`config.mk`:
```
export PLATFORM = sky130hd
export DESIGN_NAME = hbs_fifo
export DESIGN_NICKNAME = d
export VERILOG_FILES = /design/src/rtl/hbs_pkg.sv /design/src/rtl/hbs_fifo.sv
export SDC_FILE = /design/constraint.sdc
export NUM_CORES = 1
export LEC_CHECK = 0
export BUFFER_PORTS_ARGS = -buffer_cell sky130_fd_sc_hd__buf_2
export CORE_AREA = 2 2 168 170
export DETAILED_ROUTE_END_ITERATION = 8
export DIE_AREA = 0 0 170 172
export PLACE_DENSITY = 0.63
export SYNTH_ARGS = -nofsm -noshare
export SYNTH_HDL_FRONTEND = slang
export SYNTH_SLANG_ARGS = --single-unit
```
`constraint.sdc`:
```
create_clock -name clk -period 6.65 [get_ports clk]
set_input_delay 0.9975 -clock clk [delete_from_list [all_inputs] [get_ports clk]]
set_output_delay 0.9975 -clock clk [all_outputs]
set_load 0.05 [all_outputs]
```
`src/rtl/hbs_pkg.sv`:
```
package hbs_pkg;

  localparam int unsigned FracBits = 8;
  localparam int unsigned AddrBits = 16;
  localparam int unsigned CoordBits = 24;
  localparam int unsigned HeightBits = 16;
  localparam int unsigned CountBits = 9;
  localparam int unsigned Entries = 1 << AddrBits;
  // span needs 25 bits; 2c+span needs 26 signed bits
  localparam int unsigned SpanBits = CoordBits + 1;
  localparam int unsigned NumBits = CoordBits + 2;
  // product num*(n-1)*2^F: 25 + 8 + 8 = 41 bits unsigned
  localparam int unsigned ProdBits = SpanBits + 8 + FracBits;
  // t is at most (n-1)<<F: 16 bits
  localparam int unsigned TBits = 8 + FracBits;

  typedef enum logic {
    ACT_LOAD  = 1'b0,
    ACT_QUERY = 1'b1
  } action_t;

  typedef enum logic [2:0] {
    REG_X_LOW   = 3'd0,
    REG_X_HIGH  = 3'd1,
    REG_Z_LOW   = 3'd2,
    REG_Z_HIGH  = 3'd3,
    REG_COLUMNS = 3'd4,
    REG_ROWS    = 3'd5
  } reg_index_t;

  // Query prepared by the front end: clamped numerators and spans per axis
  typedef struct packed {
    logic                zero_span;
    logic [SpanBits-1:0] num_x;     // 2c+span, saturated at zero
    logic [SpanBits-1:0] span_x;
    logic [SpanBits-1:0] num_z;
    logic [SpanBits-1:0] span_z;
    logic [7:0]          nm1_x;     // point count minus one
    logic [7:0]          nm1_z;
    logic [CountBits-1:0] rows;
  } query_t;

  function automatic logic [SpanBits-1:0] mag24(input logic signed [CoordBits-1:0] v);
    logic signed [SpanBits-1:0] e;
    e = SpanBits'(v);
    return (e < 0) ? SpanBits'(-e) : SpanBits'(e);
  endfunction

endpackage

```
`src/rtl/hbs_fifo.sv`:
```
// Two-entry queue between front and back end.
module hbs_fifo (
  input  logic            clk,
  input  logic            rst,
  input  logic            in_valid,
  output logic            in_ready,
  input  hbs_pkg::query_t in_data,
  output logic            out_valid,
  input  logic            out_ready,
  output hbs_pkg::query_t out_data
);
  hbs_pkg::query_t mem [2];
  logic       wp, rp;
  logic [1:0] cnt;
  logic       push, pop;

  assign in_ready  = (cnt != 2'd2);
  assign out_valid = (cnt != 2'd0);
  assign out_data  = mem[rp];
  assign push = in_valid && in_ready;
  assign pop  = out_valid && out_ready;

  always_ff @(posedge clk) begin
    if (rst) begin
      wp <= 1'b0;
      rp <= 1'b0;
      cnt <= 2'd0;
    end else begin
      if (push) wp <= !wp;
      if (pop) rp <= !rp;
      cnt <= cnt + 2'(push) - 2'(pop);
    end
  end

  always_ff @(posedge clk) begin
    if (push) begin
      mem[wp] <= in_data;
    end
  end
endmodule

```
==> impl_metrics.json <==
{
  "dpl-instance-area_um2": 11170,
  "synth_common_cells": "edfxtp_1 (252), mux2_2 (86), mux2_4 (40)",
  "post_cts_resized": 0,
  "syn-cell-area_um2": 9504,
  "final_nets": 829,
  "clkSinkCount": 257,
  "die_h_um": 172,
  "initial_core_util": 0.3459,
  "seq_area_frac_synth": 0.8067,
  "numCtsBuffers": 27,
  "worstPathArrival_ns": 2.67,
  "skew_ns": 0.008302,
  "grtUsageTotal": 0.1171,
  "p_per_area_nw_per_um2": 398.5,
  "grt-ovfl-total": 0,
  "hold_path.class": "flip-flop to flip-flop",
  "crit_fanout": 44,
  "ctsHoldBuffers": 0,
  "drive_above_1_share": 0.5992,
  "cp-end-kind": "output pin",
  "period_minus_slack_ns": 3.669,
  "grt_max_degree": 68,
  "core-area_um2": 27480,
  "cp.depth": 3,
  "synthFlopType": "edfxtp_1",
  "crit_required_ns": 5.65,
  "r2r_start": "cnt[0]",
  "tightest_slew_ns": 0.8671,
  "cp_cell_sequence": "buf_4 -> mux2_2 -> buf_2",
  "ant_nets": 0,
  "relSlewSlack": 0.4219,
  "rsz0062_at_grt": "false",
  "synth_top_area_frac": 0.7962,
  "areaGrowthSynthToFinish_pct": 25.68,
  "cts_tree": "yes",
  "rr_worst_depth": 4,
  "ctsLongestPathBuffers": 3,
  "grt_pass1_vias": 4772,
  "whs_path_depth": 2,
  "dieArea_um2": 29240,
  "start_kind": "flip-flop",
  "dr.first_iter.drc_count": 245,
  "yosysUniqueCellTypes": 24,
  "firstDrtPassIters": 4,
  "ctsRootBufferMaster": "clkbuf_16",
  "synth.most_common_cell": "edfxtp_1",
  "max-vdd-ir-drop_v": 0.0002286,
  "hold_start": "rp",
  "worst-path-buf-inv": 2,
  "status": "finished, final reports clean",
  "netlist_instances": 421,
  "design_area_um2": 11950,
  "syn_nets": 552,
  "path_class": "flip-flop to output pin",
  "drt-vias-per-instance": 4.522,
  "clk_pin_slew_ns": 0.06,
  "ys_ff_latch": 257,
  "drt_wl_total_um": 18280,
  "synth_edf_count": 252,
  "insertion_delay_ns": 0.53,
  "fillers": 2482,
  "hpwlAfterDp_um": 11720,
  "slew_violations": 0,
  "pin_count": 258,
  "wl_per_cell_um": 17.13,
  "cp_top_family": "buffers and inverters",
  "yosys.area.top_type": "edfxtp_1",
  "finalHoldViolCount": 0,
  "finalSetupTns_ns": 0,
  "yosys_warnings": 0,
  "syn_area_per_cell_um2": 22.58,
  "synthTopCellsByArea": "edfxtp_1 (80%), mux2_2 (10%), mux2_4 (6.3%)",
  "grt_first_pass_wirelength_um": 26220,
  "post-route-drc-count": 0,
  "finalCritPeriodShare": 0.5518,
  "ff2ff_setup_slack_ns": 4.10,
  "timing.rr.end": "mem[0][86]",
  "slowest_stage": "dfxtp_4",
  "num_rows": 61,
  "async_flop_share": 0,
  "postCtsSetupBuffers": 0,
  "routabilityCongestion": 0.7081,
  "holdPathEnd": "rp",
  "via_count": 4825,
  "critPathMaxStageDelay_ns": 0.76,
  "fmax_mhz": 272.5,
  "finalSetupViolCount": 0,
  "p_leak_nw": 4.475,
  "fp.dieW_um": 170,
  "antenna_found_initial": 7,
  "htree_levels": 1,
  "io_buffers": 257,
  "maxCapViolCount": 0
}
sequential cells by signal (all words and copies together), names as in the netlist, named ones only:
signal,count
wp,1
mem,252
rp,1
cnt,2
tightest hold or removal path, stage by stage (launching register included):
cell	delay (ns)
dfxtp_1	0.33
xor2_1	0.08
nor2_1	0.07
area by class of cell:
cell class	count	area (um^2)	share of cell area
diodes	5	12.51	0.001047
clock inverters	16	75.07	0.006285
well taps	346	432.9	0.03624
repair buffers	262	1324	0.1108
multi-input cells	149	1730	0.1449
clock buffers	31	690.7	0.05782
flip-flops and latches	257	7671	0.6422
inverters	1	8.758	0.0007332
layer usage:
layer	part of all wire	vias to the layer above	track usage
li1	-	2243	-
met1	0.41	2353	0.1415
met2	0.48	183	0.1908
met3	0.081	44	0.03983
met4	0.035	2	0.05277
met5	0.00071	-	0
cells by family after synthesis:
kind of cell,count (synthesis),synth area share
DFF,257,0.8067
muxes,126,0.1651
buffers and inverters,15,0.01172
and+or+nand+nor,15,0.009611
AOI/OAI and AO/OA,6,0.004607
xor gates and xnor gates,1,0.0009217
adders and majority gates,1,0.001316
stage by stage:
step	instances	worst slack [ns]	utilization	total power, mW	hold WS (ns)
after floorplan	421	2.200	-	3.223	0.4725
after global placement	1015	3.444	0.4064	3.492	0.4877
after detailed placement	1015	3.457	0.4064	3.502	0.4953
after CTS	1062	2.871	0.4343	4.839	0.5157
after global routing	1066	2.807	0.4347	4.954	0.5785
final	1067	2.981	0.4347	4.760	0.5108
power breakdown:
group | internal (mW) | switching, mW | leakage [nW]
registers | 1.97 | 0.0655 | 2.40
clock network | 0.736 | 0.578 | 0.376
logic | 0.412 | 0.999 | 1.70
total | 3.12 | 1.64 | 4.48
cell usage in the layout, fill, tap and decap left out, drive strengths merged, types with 2 or more instances in the layout:
cell,instances
edfxtp,252
clkbuf,31
dfxtp,5
mux2,126
nor2,4
nor2b,2
clkinv,14
o21ai,2
inv,2
diode,5
buf,262
and3,2
worst max path at each step:
| stage | end | start |
|---|---|---|
| detailed placement | out_data[70] | flip-flop |
| global route | out_data[8] | flip-flop |
| CTS | out_data[70] | flip-flop |
| global placement | out_data[70] | flip-flop |
| floorplan | mem[1][0] | in_valid |
| finish | out_data[74] | flip-flop |
Note: power is estimated with default switching activity, not from simulation.
