**src/rtl/hbs_pkg.sv**
```systemverilog
package hbs_pkg;

  localparam int unsigned FracBits = 8;
  localparam int unsigned AddrBits = 16;
  localparam int unsigned CoordBits = 24;
  localparam int unsigned HeightBits = 16;
  localparam int unsigned CountBits = 9;
  localparam int unsigned Entries = 1 << AddrBits;
  // span needs 25 bits; 2c+span needs 26 signed bits
  localparam int unsigned SpanBits = CoordBits + 1;
  localparam int unsigned NumBits = CoordBits + 2;
  // product num*(n-1)*2^F: 25 + 8 + 8 = 41 bits unsigned
  localparam int unsigned ProdBits = SpanBits + 8 + FracBits;
  // t is at most (n-1)<<F: 16 bits
  localparam int unsigned TBits = 8 + FracBits;

  typedef enum logic {
    ACT_LOAD  = 1'b0,
    ACT_QUERY = 1'b1
  } action_t;

  typedef enum logic [2:0] {
    REG_X_LOW   = 3'd0,
    REG_X_HIGH  = 3'd1,
    REG_Z_LOW   = 3'd2,
    REG_Z_HIGH  = 3'd3,
    REG_COLUMNS = 3'd4,
    REG_ROWS    = 3'd5
  } reg_index_t;

  // Query prepared by the front end: clamped numerators and spans per axis
  typedef struct packed {
    logic                zero_span;
    logic [SpanBits-1:0] num_x;     // 2c+span, saturated at zero
    logic [SpanBits-1:0] span_x;
    logic [SpanBits-1:0] num_z;
    logic [SpanBits-1:0] span_z;
    logic [7:0]          nm1_x;     // point count minus one
    logic [7:0]          nm1_z;
    logic [CountBits-1:0] rows;
  } query_t;

  function automatic logic [SpanBits-1:0] mag24(input logic signed [CoordBits-1:0] v);
    logic signed [SpanBits-1:0] e;
    e = SpanBits'(v);
    return (e < 0) ? SpanBits'(-e) : SpanBits'(e);
  endfunction

endpackage

```
**src/rtl/hbs_front.sv**
```systemverilog
// Front end: clamps the query coordinates and forms numerators and spans.
module hbs_front (
  input  logic                     clk,
  input  logic                     rst,
  input  logic                     in_valid,
  output logic                     in_ready,
  input  logic                     in_action,
  input  logic signed [23:0]       in_x,
  input  logic signed [23:0]       in_z,
  input  logic signed [23:0]       x_low,
  input  logic signed [23:0]       x_high,
  input  logic signed [23:0]       z_low,
  input  logic signed [23:0]       z_high,
  input  logic [8:0]               grid_columns,
  input  logic [8:0]               grid_rows,
  input  logic                     hold_load,
  output logic                     q_valid,
  input  logic                     q_ready,
  output hbs_pkg::query_t          q_data
);
  localparam int unsigned SB = hbs_pkg::SpanBits;
  localparam int unsigned NB = hbs_pkg::NumBits;

  logic [SB-1:0] span_x, span_z;
  logic signed [23:0] cx, cz;
  logic signed [NB-1:0] nx, nz;
  hbs_pkg::query_t qn;
  logic room;

  assign span_x = hbs_pkg::mag24(x_high) + hbs_pkg::mag24(x_low);
  assign span_z = hbs_pkg::mag24(z_high) + hbs_pkg::mag24(z_low);

  // clamp: raise to low first, else lower to high
  always_comb begin
    priority if (in_x < x_low) cx = x_low;
    else if (in_x > x_high)    cx = x_high;
    else                       cx = in_x;
    priority if (in_z < z_low) cz = z_low;
    else if (in_z > z_high)    cz = z_high;
    else                       cz = in_z;
    nx = (NB'(cx) <<< 1) + $signed({1'b0, span_x});
    nz = (NB'(cz) <<< 1) + $signed({1'b0, span_z});
    qn.zero_span = (span_x == '0) || (span_z == '0);
    qn.num_x  = (nx <= 0) ? '0 : nx[SB-1:0];
    qn.num_z  = (nz <= 0) ? '0 : nz[SB-1:0];
    qn.span_x = span_x;
    qn.span_z = span_z;
    qn.nm1_x  = (grid_columns == '0) ? 8'd0 : 8'(grid_columns - 9'd1);
    qn.nm1_z  = (grid_rows == '0) ? 8'd0 : 8'(grid_rows - 9'd1);
    qn.rows   = (grid_rows == '0) ? 9'd1 : grid_rows;
  end

  // one-entry output register; loads are not forwarded and wait while
  // an earlier query is still in flight anywhere up to its result
  assign room = !q_valid || q_ready;
  assign in_ready = room && !(hold_load && (in_action == hbs_pkg::ACT_LOAD));

  always_ff @(posedge clk) begin
    if (rst) begin
      q_valid <= 1'b0;
    end else if (room) begin
      q_valid <= in_valid && in_ready && (in_action == hbs_pkg::ACT_QUERY);
    end
  end

  always_ff @(posedge clk) begin
    if (in_ready && in_valid) begin
      q_data <= qn;
    end
  end
endmodule

```
**config.mk**
```make
export PLATFORM = sky130hd
export DESIGN_NAME = hbs_front
export DESIGN_NICKNAME = d
export VERILOG_FILES = /design/src/rtl/hbs_pkg.sv /design/src/rtl/hbs_front.sv
export SDC_FILE = /design/constraint.sdc
export NUM_CORES = 1
export LEC_CHECK = 0
export ABC_AREA = 1
export ABC_CLOCK_PERIOD_IN_PS = 23600
export BUFFER_PORTS_ARGS = -buffer_cell sky130_fd_sc_hd__buf_2
export CAP_MARGIN = 10
export CORE_AREA = 2 2 168 154
export CTS_CLUSTER_DIAMETER = 120
export DETAILED_ROUTE_END_ITERATION = 10
export DIE_AREA = 0 0 170 156
export PLACE_DENSITY = 0.9
export SLEW_MARGIN = 30
export SYNTH_ARGS = -nofsm -noshare
export SYNTH_HDL_FRONTEND = slang
export SYNTH_SLANG_ARGS = --single-unit
export TNS_END_PERCENT = 100
```
**constraint.sdc**
```tcl
create_clock -name clk -period 23.6 [get_ports clk]
set_clock_uncertainty 0.1 [all_clocks]
set_input_delay 4.72 -clock clk [delete_from_list [all_inputs] [get_ports clk]]
set_output_delay 4.72 -clock clk [all_outputs]
set_load 0.1 [all_outputs]
```
==> metrics.cfg <==
[yosys]
yosysWarningCount = 0
synth.area.top_cells = edfxtp_1 26%, ha_1 17%, nand2_1 11%, xor2_1 7.5%, inv_1 6.6%
ys_ff_latch = 127
syn_nets = 2360
ys_seq_area_share_pct = 25.93
ys_types = 49
postSynthCellCount = 1994
synth-edff-count = 126
synth_top_area_share_pct = 25.80
synth_area_mm2 = 0.01467
yosysTopAreaCell = edfxtp_1
synthFlopType = edfxtp_1
synth_area_per_cell_um2 = 7.356
synthArstFlopShare_pct = 0

[global_route]
grt_max_degree = 92
grt_pass1_wl_um = 69480
grt-ovfl-total = 0
gr-usage-all-layers_pct = 32.96
antenna_found_initial = 1
grt_pass1_vias = 14030

[timing]
max_freq_ghz = 0.09025
hold_slack_ns = 0.4348
rsz0062_at_grt = no
setup_violations = 0
fin_crit_sh_pct = 46.95
slew_viol_final = 0
finalHoldViolations = 0
tightest_slew_ns = 0.8444
fin_tns_setup_ns = 0
maxSlewHeadroom_pct = 42.97
fin_crit_ns = 11.08

[clock_tree]
cts_hold_buf = 0
cts_resized = 0
clock_sinks = 127
cts.clk_slew.worst_paths_ns = 0.06
cts_setup_buffers = 0
htree_levels = 4
cts_root_buf = clkbuf_16
tritoncts = built
cts_made_buffers = 17
clock_latency_ns = 0.42
clockBufferDepth = 2

[routing]
wl_per_cell_um = 17.03
drc_errors = 0
via_per_inst = 5.839
vias = 15190
drtIter0Drc = 1740
firstDrtPassIters = 7
postRouteAntennaNets = 0
finalWirelength_um = 44330

[die]
die_h_um = 156
rows = 55
start_util_pct = 59.21
die_w_um = 170
pin_count = 296
dieArea_mm2 = 0.02652
core_mm2 = 0.02477

[worst_setup_path]
critPathMaxFanout = 32
crit_arrival_ns = 11.13
end_kind = flop
rrSetupSlack_ns = 21.29
critPathMostFrequentCell = nand2_1
critPathSlowestCell = ha_1
crit_type = in -> reg
cp.required_ns = 23.65
startpoint_type = input port
r2r_cells = 4
rr_endpoint = q_data[72]
max_stage_delay_ns = 0.45
r2r_start = q_valid

[finish]
layout_commonest_cell = nand2_1
fin_nets = 2641
area_growth_pct = 16.29
layout-drive-gt1-share_pct = 16.04
final_cell_mix = 443 x nand2_1, 295 x buf_2, 257 x inv_1, 194 x ha_1, 178 x nor2_1

[min_path]
whs_path_depth = 2
hp-class = reg -> reg
hold_start = q_valid
hold_end = q_valid

[power]
ir_worst_vdd_mv = 0.07231
p_leak_nw = 8.587
power-per-cell-area_mw_per_mm2 = 110.4

[placed_design]
place_congestion = 1.007
hpwl_um = 36330
port_buffers = 295

[job]
cap_violations = 0

[run_status]
outcome = completed

-- routing by layer --
layer  part of all wire, %  track usage, %  up-vias  routed length (µm)
li1                      -               -     7304                   -
met1                    44           46.33     6946               19500
met2                    43           51.47      840               19120
met3                    10           5.987      104                4439
met4                   2.9           10.58        0                1267
met5                     0               0        -                   0
-- logic make-up (layout without fill, tap and decap cells) --
group | count (synthesis) | after routing | synth area share, %
AO/OA/AOI/OAI | 346 | 346 | 13.20
adder cells (fa/ha/maj) | 198 | 198 | 17.09
AND/OR/NAND/NOR | 845 | 845 | 24.79
multiplexers | 19 | 19 | 1.297
other | 0 | 1 | 0
XOR/XNOR | 161 | 161 | 9.818
buffers and inverters | 298 | 592 | 7.873
flip-flops | 127 | 127 | 25.93
-- critical path, delay by kind of cell --
kind	cells	cell delay, ns
AO/OA/AOI/OAI	8	1.67
AND/OR/NAND/NOR	19	2.49
adder cells (fa/ha/maj)	2	0.86
buffers and inverters	4	1.33
-- flip-flops by register name (all words and copies together), names as in the netlist --
register / cells
q_data: 126
q_valid: 1
-- power by group --
part           leakage, nW  internal (mW)  total, mW  switching [mW]
sequential            1.22          0.337      0.359          0.0225
combinational         7.06          0.316       1.24           0.921
clock                0.304          0.179      0.287           0.108
-- worst max path at each step --
stage | start | endpoint | slack (ns)
4_1_cts | z_high[23] | q_data[51] | 12.71
3_5_place_dp | x_low[23] | q_data[100] | 12.31
2_1_floorplan | q_ready | q_data[0] | 12.72
5_1_grt | z_high[23] | q_data[51] | 11.90
3_3_place_gp | z_high[23] | q_data[72] | 12.36
6_report | z_high[23] | q_data[51] | 12.52
-- cells in the mapped netlist (all sizes together) (9+ instances only) --
cell	number
xnor2	31
inv	257
o211ai	29
a21oi	141
o21ai	118
mux2i	19
edfxtp	126
nand2	448
buf	10
o21a	10
nand4	35
clkbuf	27
ha	194
a21o	9
nor4	21
a31oi	14
nand3b	9
nor2	192
xor2	130
nand3	93
nor3	41
-- cell type report --
| cell class | instances | area, µm² |
|---|---|---|
| multi-input combinational | 1569 | 9717 |
| fill | 2081 | 7716 |
| sequential | 127 | 3804 |
| timing repair buffer | 299 | 1530 |
| inverter | 261 | 979.7 |
| clock buffer | 17 | 425.4 |
| tap | 313 | 391.6 |
| clock inverter | 15 | 207.7 |
| antenna | 1 | 2.502 |
-- per-stage QoR --
stage | setup WS, ns | instances | power [mW] | utilization, % | area [µm²]
after floorplan | 12.72 | 1994 | 1.334 | - | 14670
after global placement | 12.36 | 2568 | 1.538 | 66.16 | 16390
after detailed placement | 12.31 | 2568 | 1.563 | 66.18 | 16390
after CTS | 12.71 | 2600 | 1.862 | 68.73 | 17030
after global routing | 11.90 | 2602 | 1.995 | 68.85 | 17060
final | 12.52 | 2602 | 1.883 | 68.85 | 17060
Note: power is estimated with default switching activity, not from simulation.
