[config.mk]
export PLATFORM = sky130hd
export DESIGN_NAME = hbs_back
export DESIGN_NICKNAME = d
export VERILOG_FILES = /design/src/rtl/hbs_pkg.sv /design/src/rtl/hbs_back.sv
export SDC_FILE = /design/constraint.sdc
export NUM_CORES = 2
export LEC_CHECK = 0
export ABC_CLOCK_PERIOD_IN_PS = 15650
export BUFFER_PORTS_ARGS = -buffer_cell sky130_fd_sc_hd__clkbuf_2
export CAP_MARGIN = 5
export CORE_ASPECT_RATIO = 1.2
export CORE_MARGIN = 5
export CORE_UTILIZATION = 45
export CTS_CLUSTER_DIAMETER = 50
export DETAILED_ROUTE_END_ITERATION = 10
export GPL_TIMING_DRIVEN = 1
export PLACE_DENSITY = 0.66
export SYNTH_ARGS = -nofsm -noshare
export SYNTH_HDL_FRONTEND = slang
export SYNTH_SLANG_ARGS = --single-unit
[constraint.sdc]
create_clock -name clk -period 15.65 [get_ports clk]
set_clock_uncertainty 0.05 [all_clocks]
set_input_delay 2.3475 -clock clk [delete_from_list [all_inputs] [get_ports clk]]
set_output_delay 2.3475 -clock clk [all_outputs]
set_load 0.02 [all_outputs]
[src/rtl/hbs_pkg.sv]
package hbs_pkg;

  localparam int unsigned FracBits = 8;
  localparam int unsigned AddrBits = 16;
  localparam int unsigned CoordBits = 24;
  localparam int unsigned HeightBits = 16;
  localparam int unsigned CountBits = 9;
  localparam int unsigned Entries = 1 << AddrBits;
  // span needs 25 bits; 2c+span needs 26 signed bits
  localparam int unsigned SpanBits = CoordBits + 1;
  localparam int unsigned NumBits = CoordBits + 2;
  // product num*(n-1)*2^F: 25 + 8 + 8 = 41 bits unsigned
  localparam int unsigned ProdBits = SpanBits + 8 + FracBits;
  // t is at most (n-1)<<F: 16 bits
  localparam int unsigned TBits = 8 + FracBits;

  typedef enum logic {
    ACT_LOAD  = 1'b0,
    ACT_QUERY = 1'b1
  } action_t;

  typedef enum logic [2:0] {
    REG_X_LOW   = 3'd0,
    REG_X_HIGH  = 3'd1,
    REG_Z_LOW   = 3'd2,
    REG_Z_HIGH  = 3'd3,
    REG_COLUMNS = 3'd4,
    REG_ROWS    = 3'd5
  } reg_index_t;

  // Query prepared by the front end: clamped numerators and spans per axis
  typedef struct packed {
    logic                zero_span;
    logic [SpanBits-1:0] num_x;     // 2c+span, saturated at zero
    logic [SpanBits-1:0] span_x;
    logic [SpanBits-1:0] num_z;
    logic [SpanBits-1:0] span_z;
    logic [7:0]          nm1_x;     // point count minus one
    logic [7:0]          nm1_z;
    logic [CountBits-1:0] rows;
  } query_t;

  function automatic logic [SpanBits-1:0] mag24(input logic signed [CoordBits-1:0] v);
    logic signed [SpanBits-1:0] e;
    e = SpanBits'(v);
    return (e < 0) ? SpanBits'(-e) : SpanBits'(e);
  endfunction

endpackage

[src/rtl/hbs_back.sv]
// Back end: bit-serial divide per axis, four reads, three blends.
module hbs_back (
  input  logic            clk,
  input  logic            rst,
  input  logic            q_valid,
  output logic            q_ready,
  input  hbs_pkg::query_t q_data,
  output logic [15:0]     raddr,
  input  logic [15:0]     rdata,
  output logic            out_valid,
  input  logic            out_ready,
  output logic [15:0]     out_height
);
  localparam int unsigned SB = hbs_pkg::SpanBits;
  localparam int unsigned PB = hbs_pkg::ProdBits;
  localparam int unsigned TB = hbs_pkg::TBits;
  localparam int unsigned FB = hbs_pkg::FracBits;

  typedef enum logic [6:0] {
    S_IDLE = 7'b0000001,
    S_MUL  = 7'b0000010,
    S_DIV  = 7'b0000100,
    S_ADDR = 7'b0001000,
    S_READ = 7'b0010000,
    S_MIX  = 7'b0100000,
    S_OUT  = 7'b1000000
  } state_t;

  state_t state;
  hbs_pkg::query_t q;
  logic [PB-1:0] pnx, pnz;      // numerators, then quotient bits shift in
  logic [SB+7:0] mx, mz;        // numerator times point count minus one
  logic [SB+1:0] remx, remz;    // partial remainders
  logic [5:0]    step;
  logic [TB-1:0] tx, tz;
  logic [7:0]    xi, xn, zi, zn;
  logic [1:0]    rsel;
  logic [2:0]    rcnt;
  logic signed [15:0] h [4];
  logic signed [15:0] i1, i2;
  logic [1:0]    mix;
  logic [FB-1:0] ax, axn;

  // restoring divide step against 2*span
  function automatic logic [SB+1:0] dstep(input logic [SB+1:0] r, input logic b,
                                          input logic [SB-1:0] s, output logic qb);
    logic [SB+1:0] t;
    logic [SB+1:0] d;
    t = {r[SB:0], b};
    d = {1'b0, s, 1'b0};
    qb = (t >= d);
    return qb ? t - d : t;
  endfunction

  function automatic logic signed [15:0] blend(input logic signed [15:0] a,
                                               input logic signed [15:0] b,
                                               input logic [FB-1:0] f);
    logic signed [17+FB:0] p;
    p = $signed({1'b0, f}) * (18'(b) - 18'(a));
    return 16'(18'(a) + 18'(p >>> FB));
  endfunction

  function automatic logic [TB-1:0] sat_t(input logic [PB-1:0] qv, input logic [7:0] nm1);
    logic [TB-1:0] tmax;
    tmax = {nm1, {FB{1'b0}}};
    return (qv > PB'(tmax)) ? tmax : qv[TB-1:0];
  endfunction

  assign q_ready = (state == S_IDLE);

  // 25 x 8 bit products
  assign mx = q.num_x * q.nm1_x;
  assign mz = q.num_z * q.nm1_z;

  // mapped value per axis, saturated at the grid edge
  always_comb begin
    if (q.zero_span) begin
      tx = '0;
      tz = '0;
    end else begin
      tx = sat_t(pnx, q.nm1_x);
      tz = sat_t(pnz, q.nm1_z);
    end
  end

  always_comb begin
    unique case (rsel)
      2'd0: raddr = 16'({8'd0, xi} * q.rows) + 16'(zi);
      2'd1: raddr = 16'({8'd0, xn} * q.rows) + 16'(zi);
      2'd2: raddr = 16'({8'd0, xi} * q.rows) + 16'(zn);
      default: raddr = 16'({8'd0, xn} * q.rows) + 16'(zn);
    endcase
  end

  always_ff @(posedge clk) begin
    if (rst) begin
      state <= S_IDLE;
      out_valid <= 1'b0;
    end else begin
      unique case (state)
        S_IDLE: if (q_valid) begin
          q <= q_data;
          state <= S_MUL;
        end
        S_MUL: begin
          pnx <= {mx, {FB{1'b0}}};
          pnz <= {mz, {FB{1'b0}}};
          remx <= '0;
          remz <= '0;
          step <= '0;
          state <= q.zero_span ? S_ADDR : S_DIV;
        end
        S_DIV: begin
          logic bx, bz;
          remx <= dstep(remx, pnx[PB-1], q.span_x, bx);
          remz <= dstep(remz, pnz[PB-1], q.span_z, bz);
          pnx <= {pnx[PB-2:0], bx};
          pnz <= {pnz[PB-2:0], bz};
          step <= step + 6'd1;
          if (step == 6'(PB - 1)) state <= S_ADDR;
        end
        S_ADDR: begin
          // zero span reads entry 0 for all four corners
          xi <= tx[TB-1:FB];
          zi <= tz[TB-1:FB];
          xn <= q.zero_span ? 8'd0 :
                (tx[TB-1:FB] >= q.nm1_x) ? q.nm1_x : tx[TB-1:FB] + 8'd1;
          zn <= q.zero_span ? 8'd0 :
                (tz[TB-1:FB] >= q.nm1_z) ? q.nm1_z : tz[TB-1:FB] + 8'd1;
          ax <= tx[FB-1:0];
          axn <= tz[FB-1:0];
          rsel <= 2'd0;
          rcnt <= 3'd0;
          state <= S_READ;
        end
        S_READ: begin
          // one read issued per cycle, its data registered by the store and captured in the next
          if (rcnt != 3'd0) h[2'(rcnt - 3'd1)] <= $signed(rdata);
          rsel <= rsel + 2'd1;
          rcnt <= rcnt + 3'd1;
          if (rcnt == 3'd4) begin
            mix <= 2'd0;
            state <= S_MIX;
          end
        end
        S_MIX: begin
          mix <= mix + 2'd1;
          if (mix == 2'd0) begin
            i1 <= blend(h[0], h[1], ax);
            i2 <= blend(h[2], h[3], ax);
          end else begin
            out_height <= blend(i1, i2, axn);
            out_valid <= 1'b1;
            state <= S_OUT;
          end
        end
        S_OUT: if (out_ready) begin
          out_valid <= 1'b0;
          state <= S_IDLE;
        end
        default: state <= S_IDLE;
      endcase
    end
  end
endmodule

==> Implementation_results.wiki <==
{| class="wikitable"
! Metric !! Value
|-
| Final Hold Violating Endpoints || 0
|-
| Peak supply drop || ~0.00011 V
|-
| Classification of the worst setup path || reg2out
|-
| Clock transition at the register clock pins on the worst setup and hold paths after CTS || 0.06 ns
|-
| Cell internal power dissipation || 3.66 mW
|-
| Power density over cell area || 102 mW/mm^2
|-
| Quantity of I/O buffers inserted on ports || between 150 and 200
|-
| Crit path capture type || primary output
|-
| # nets final || approximately 7000
|-
| Antenna diode count || 0
|-
| Buffer cell driving the clock tree root || sky130_fd_sc_hd__clkbuf_16
|-
| Transition time at the pin with the least slew margin || 1.27 ns
|-
| Number of CTS-inserted buffers || 68
|-
| Status || finished clean
|-
| Vias || 39300
|-
| Data arrival at the endpoint of the critical path || 6.82 ns
|-
| Vertical die dimension || between 300 and 400 um
|-
| DIE WIDTH || roughly 330 um
|-
| Global-route wire length before repair || 207000 um
|-
| Post-synth EDFFs || 433
|-
| Initial antenna violation count || 3
|-
| Vias per inst || 5.25
|-
| Max-Cap Viols || 0
|-
| Launch point of the worst path || q[2]
|-
| Total congestion overflow || 0
|-
| Worst hold path startpoint || pnz[36]
|-
| Share of total power in combinational logic || 49.3%
|-
| Static Leak || 27.6 nW
|-
| FILL cells || approximately 11000
|-
| Highest-count cells in the layout ignoring fill and taps || 973 x sky130_fd_sc_hd__inv_1, 702 x sky130_fd_sc_hd__nand2_1, 674 x sky130_fd_sc_hd__fa_1
|-
| Multi-input gate area || 0.0372 sq mm
|-
| Antenna viol nets, final || 0
|-
| Worst slew margin relative to its limit || 15.6%
|-
| Fraction of the cycle the final worst path needs || between 50% and 60%
|-
| Worst path setup slack after routing || about 6.4 ns
|-
| Min cycle time layout || 9.22 ns
|-
| Minimum setup slack after placement || 6.60 ns
|-
| Half-perimeter wire length after detailed placement || 96200 um
|-
| Yosys warns || 0
|-
| Post-synthesis cell type count || 101
|-
| Largest driver fanout on the critical path || 16
|-
| Maximum clock frequency || 0.108 GHz
|-
| Number of global-route vias before repair || 41700
|-
| Register bit total from synthesis || 441
|-
| R2r startpoint || h[0][1]
|-
| Setup repair after global routing missed its margin || no
|-
| Setup TNS after final layout || 0 ns
|-
| Proportion of register bits with asynchronous set or reset after synthesis || 0%
|-
| Switching share of power || 39.4%
|-
| Number of nets produced by synthesis || 7053
|-
| Post-cts resize count || 0
|-
| Longest Clk Path Bufs || 3
|-
| TritonCTS Sinks || 441
|-
| Worst setup SP type || flop
|-
| Sequential area share after synthesis || 24.1%
|-
| Final weighted congestion in routability-driven placement || 0.856
|-
| Per-cell routed wire length || ~16 um
|-
| Rows || 140
|-
| Net switching power of the design || roughly 2.4 mW
|-
| Clock Power Share || 25.7%
|-
| Hold-fix buffers at CTS || 0
|-
| Pin count of the biggest net entering global routing || 76
|-
| Setup Fix Bufs, Post-CTS || 0
|-
| Prevailing post-synth register cell || sky130_fd_sc_hd__edfxtp_1
|-
| Fraction of final layout cells with drive strength greater than 1 || 6.85%
|-
| Worst-Skew Late Latency || 0.66 ns
|-
| Sequential share of power || roughly a quarter
|-
| Classification of the worst-slack hold path || reg2reg
|-
| Final wirelength || 122000 um
|-
| Slew Viols, Final || 0
|-
| Die area || 0.128 sq mm
|-
| Top-Level Pins || 180
|-
| Starting density of the core || 45.1%
|-
| Crit path required time || 13.25 ns
|-
| Area taken by flip-flops and latches || approximately 0.013 sq mm
|-
| Count of final setup violators || 0
|-
| Number of instances in the synthesized netlist || 5721
|-
| Most common library cell in the layout ignoring fill and taps || sky130_fd_sc_hd__inv_1
|-
| TritonCTS clock tree || yes
|-
| DR DRC count || 0
|-
| Post-synthesis area per instance || 9.53 sq um
|-
| First-iteration detailed-routing DRC count || 1856
|-
| Area of the mapped netlist || about 0.055 sq mm
|-
| Register-to-register setup slack || 6.51 ns
|-
| Core outline area || 0.121 sq mm
|-
| H-tree depth || 3
|-
| GRT Total Usage || a little under 20%
|-
| Number of optimization iterations in the first detailed-route pass || 7
|-
| Area growth from synthesis to final layout || 9.00%
|}
cell type report:
class / count / area share [%]
Multi-Input combinational cell: 4153 / 62.5
Sequential cell: 441 / 22.1
Inverter: 975 / 6.16
Tap cell: 1562 / 3.29
Clock buffer: 73 / 2.89
Timing Repair Buffer: 215 / 1.96
Clock inverter: 53 / 1.04
worst paths after layout:
path / to / cells past startpoint
setup / recovery: raddr[15] / 18
hold / removal: pnz[37] / 2
setup reg to reg: i1[15] / 37
hold reg to reg: pnz[37] / 2
power groups by stage:
| stage | logic (mW) | registers, mW | clock network, mW |
|---|---|---|---|
| finish | 2.98 | 1.51 | 1.55 |
| global route | 3.42 | 1.52 | 1.65 |
| CTS | 3.01 | 1.51 | 1.60 |
| detailed placement | 2.99 | 1.54 | 0 |
| global placement | 2.92 | 1.54 | 0 |
| floorplan | 2.38 | 1.51 | 0 |
logic make-up (layout without fill, tap and decap cells):
group	count (synthesis)	after routing	synth area share, %
xor gates and xnor gates	274	274	4.45
AOI/OAI and AO/OA	774	774	9.17
and+or+nand+nor	1854	1854	16.7
adders and majority gates	1186	1186	36.5
buffers and inverters	1127	1316	7.79
muxes	65	65	1.23
DFF	441	441	24.1
registers in the layout (all words and copies together), names as in the netlist, 8 cells and up:
| signal | flops |
|---|---|
| ax | 8 |
| axn | 8 |
| h | 64 |
| i1 | 16 |
| i2 | 16 |
| out_height | 16 |
| pnx | 41 |
| pnz | 41 |
| q | 126 |
| remx | 26 |
| remz | 26 |
| xi | 8 |
| xn | 8 |
| zi | 8 |
| zn | 8 |
synth_stat cells, types with 92 or more instances:
cell type / count / area share, %
sky130_fd_sc_hd__xnor2_1: 180 / 2.9
sky130_fd_sc_hd__edfxtp_1: 433 / 24
sky130_fd_sc_hd__fa_1: 674 / 25
sky130_fd_sc_hd__inv_1: 973 / 6.7
sky130_fd_sc_hd__a21oi_1: 239 / 2.2
sky130_fd_sc_hd__o21ai_0: 146 / 1.3
sky130_fd_sc_hd__clkbuf_1: 142 / 0.98
sky130_fd_sc_hd__ha_1: 512 / 12
sky130_fd_sc_hd__and2_1: 420 / 4.8
sky130_fd_sc_hd__nand2_1: 702 / 4.8
sky130_fd_sc_hd__xor2_1: 92 / 1.5
sky130_fd_sc_hd__nor2_1: 269 / 1.9
worst max-delay path: stages (launching register included):
cell and delay [ns]:
sky130_fd_sc_hd__edfxtp_1 0.77, sky130_fd_sc_hd__nand2_1 0.18, sky130_fd_sc_hd__fa_1 0.54, sky130_fd_sc_hd__inv_1 0.06, sky130_fd_sc_hd__fa_1 0.52, sky130_fd_sc_hd__fa_1 0.52, sky130_fd_sc_hd__fa_1 0.50, sky130_fd_sc_hd__ha_1 0.41
sky130_fd_sc_hd__and3_1 0.23, sky130_fd_sc_hd__a221oi_1 0.40, sky130_fd_sc_hd__a21oi_1 0.09, sky130_fd_sc_hd__xor2_1 0.47, sky130_fd_sc_hd__nand4_1 0.23, sky130_fd_sc_hd__a21oi_2 0.21, sky130_fd_sc_hd__and4bb_4 0.26, sky130_fd_sc_hd__xnor2_1 0.08
sky130_fd_sc_hd__and2_4 0.18, sky130_fd_sc_hd__o41ai_2 0.29, sky130_fd_sc_hd__clkbuf_2 0.21
routing by layer:
metal / share of wire, % / vias up / GRT usage [%]
li1: - / 18900 / -
met1: 44 / 19600 / 24.7
met2: 51 / 650 / 35.3
met3: 3.6 / 146 / 2.40
met4: 1.9 / 6 / 4.65
met5: 0.033 / - / 0
stage by stage:
step | cell area, sq um | power (mW) | instances | util (%) | hold slack (ns)
final | 59500 | 6.04 | 7472 | 49.2 | 0.510
after global routing | 59500 | 6.59 | 7472 | 49.2 | 0.530
after CTS | 59500 | 6.12 | 7472 | 49.2 | 0.512
after detailed placement | 57100 | 4.52 | 7346 | 47.3 | 0.497
after global placement | 57100 | 4.46 | 7346 | 47.3 | 0.489
after floorplan | 54500 | 3.89 | 5721 | - | 0.468
No activity file was read; power rests on OpenSTA's default activity.
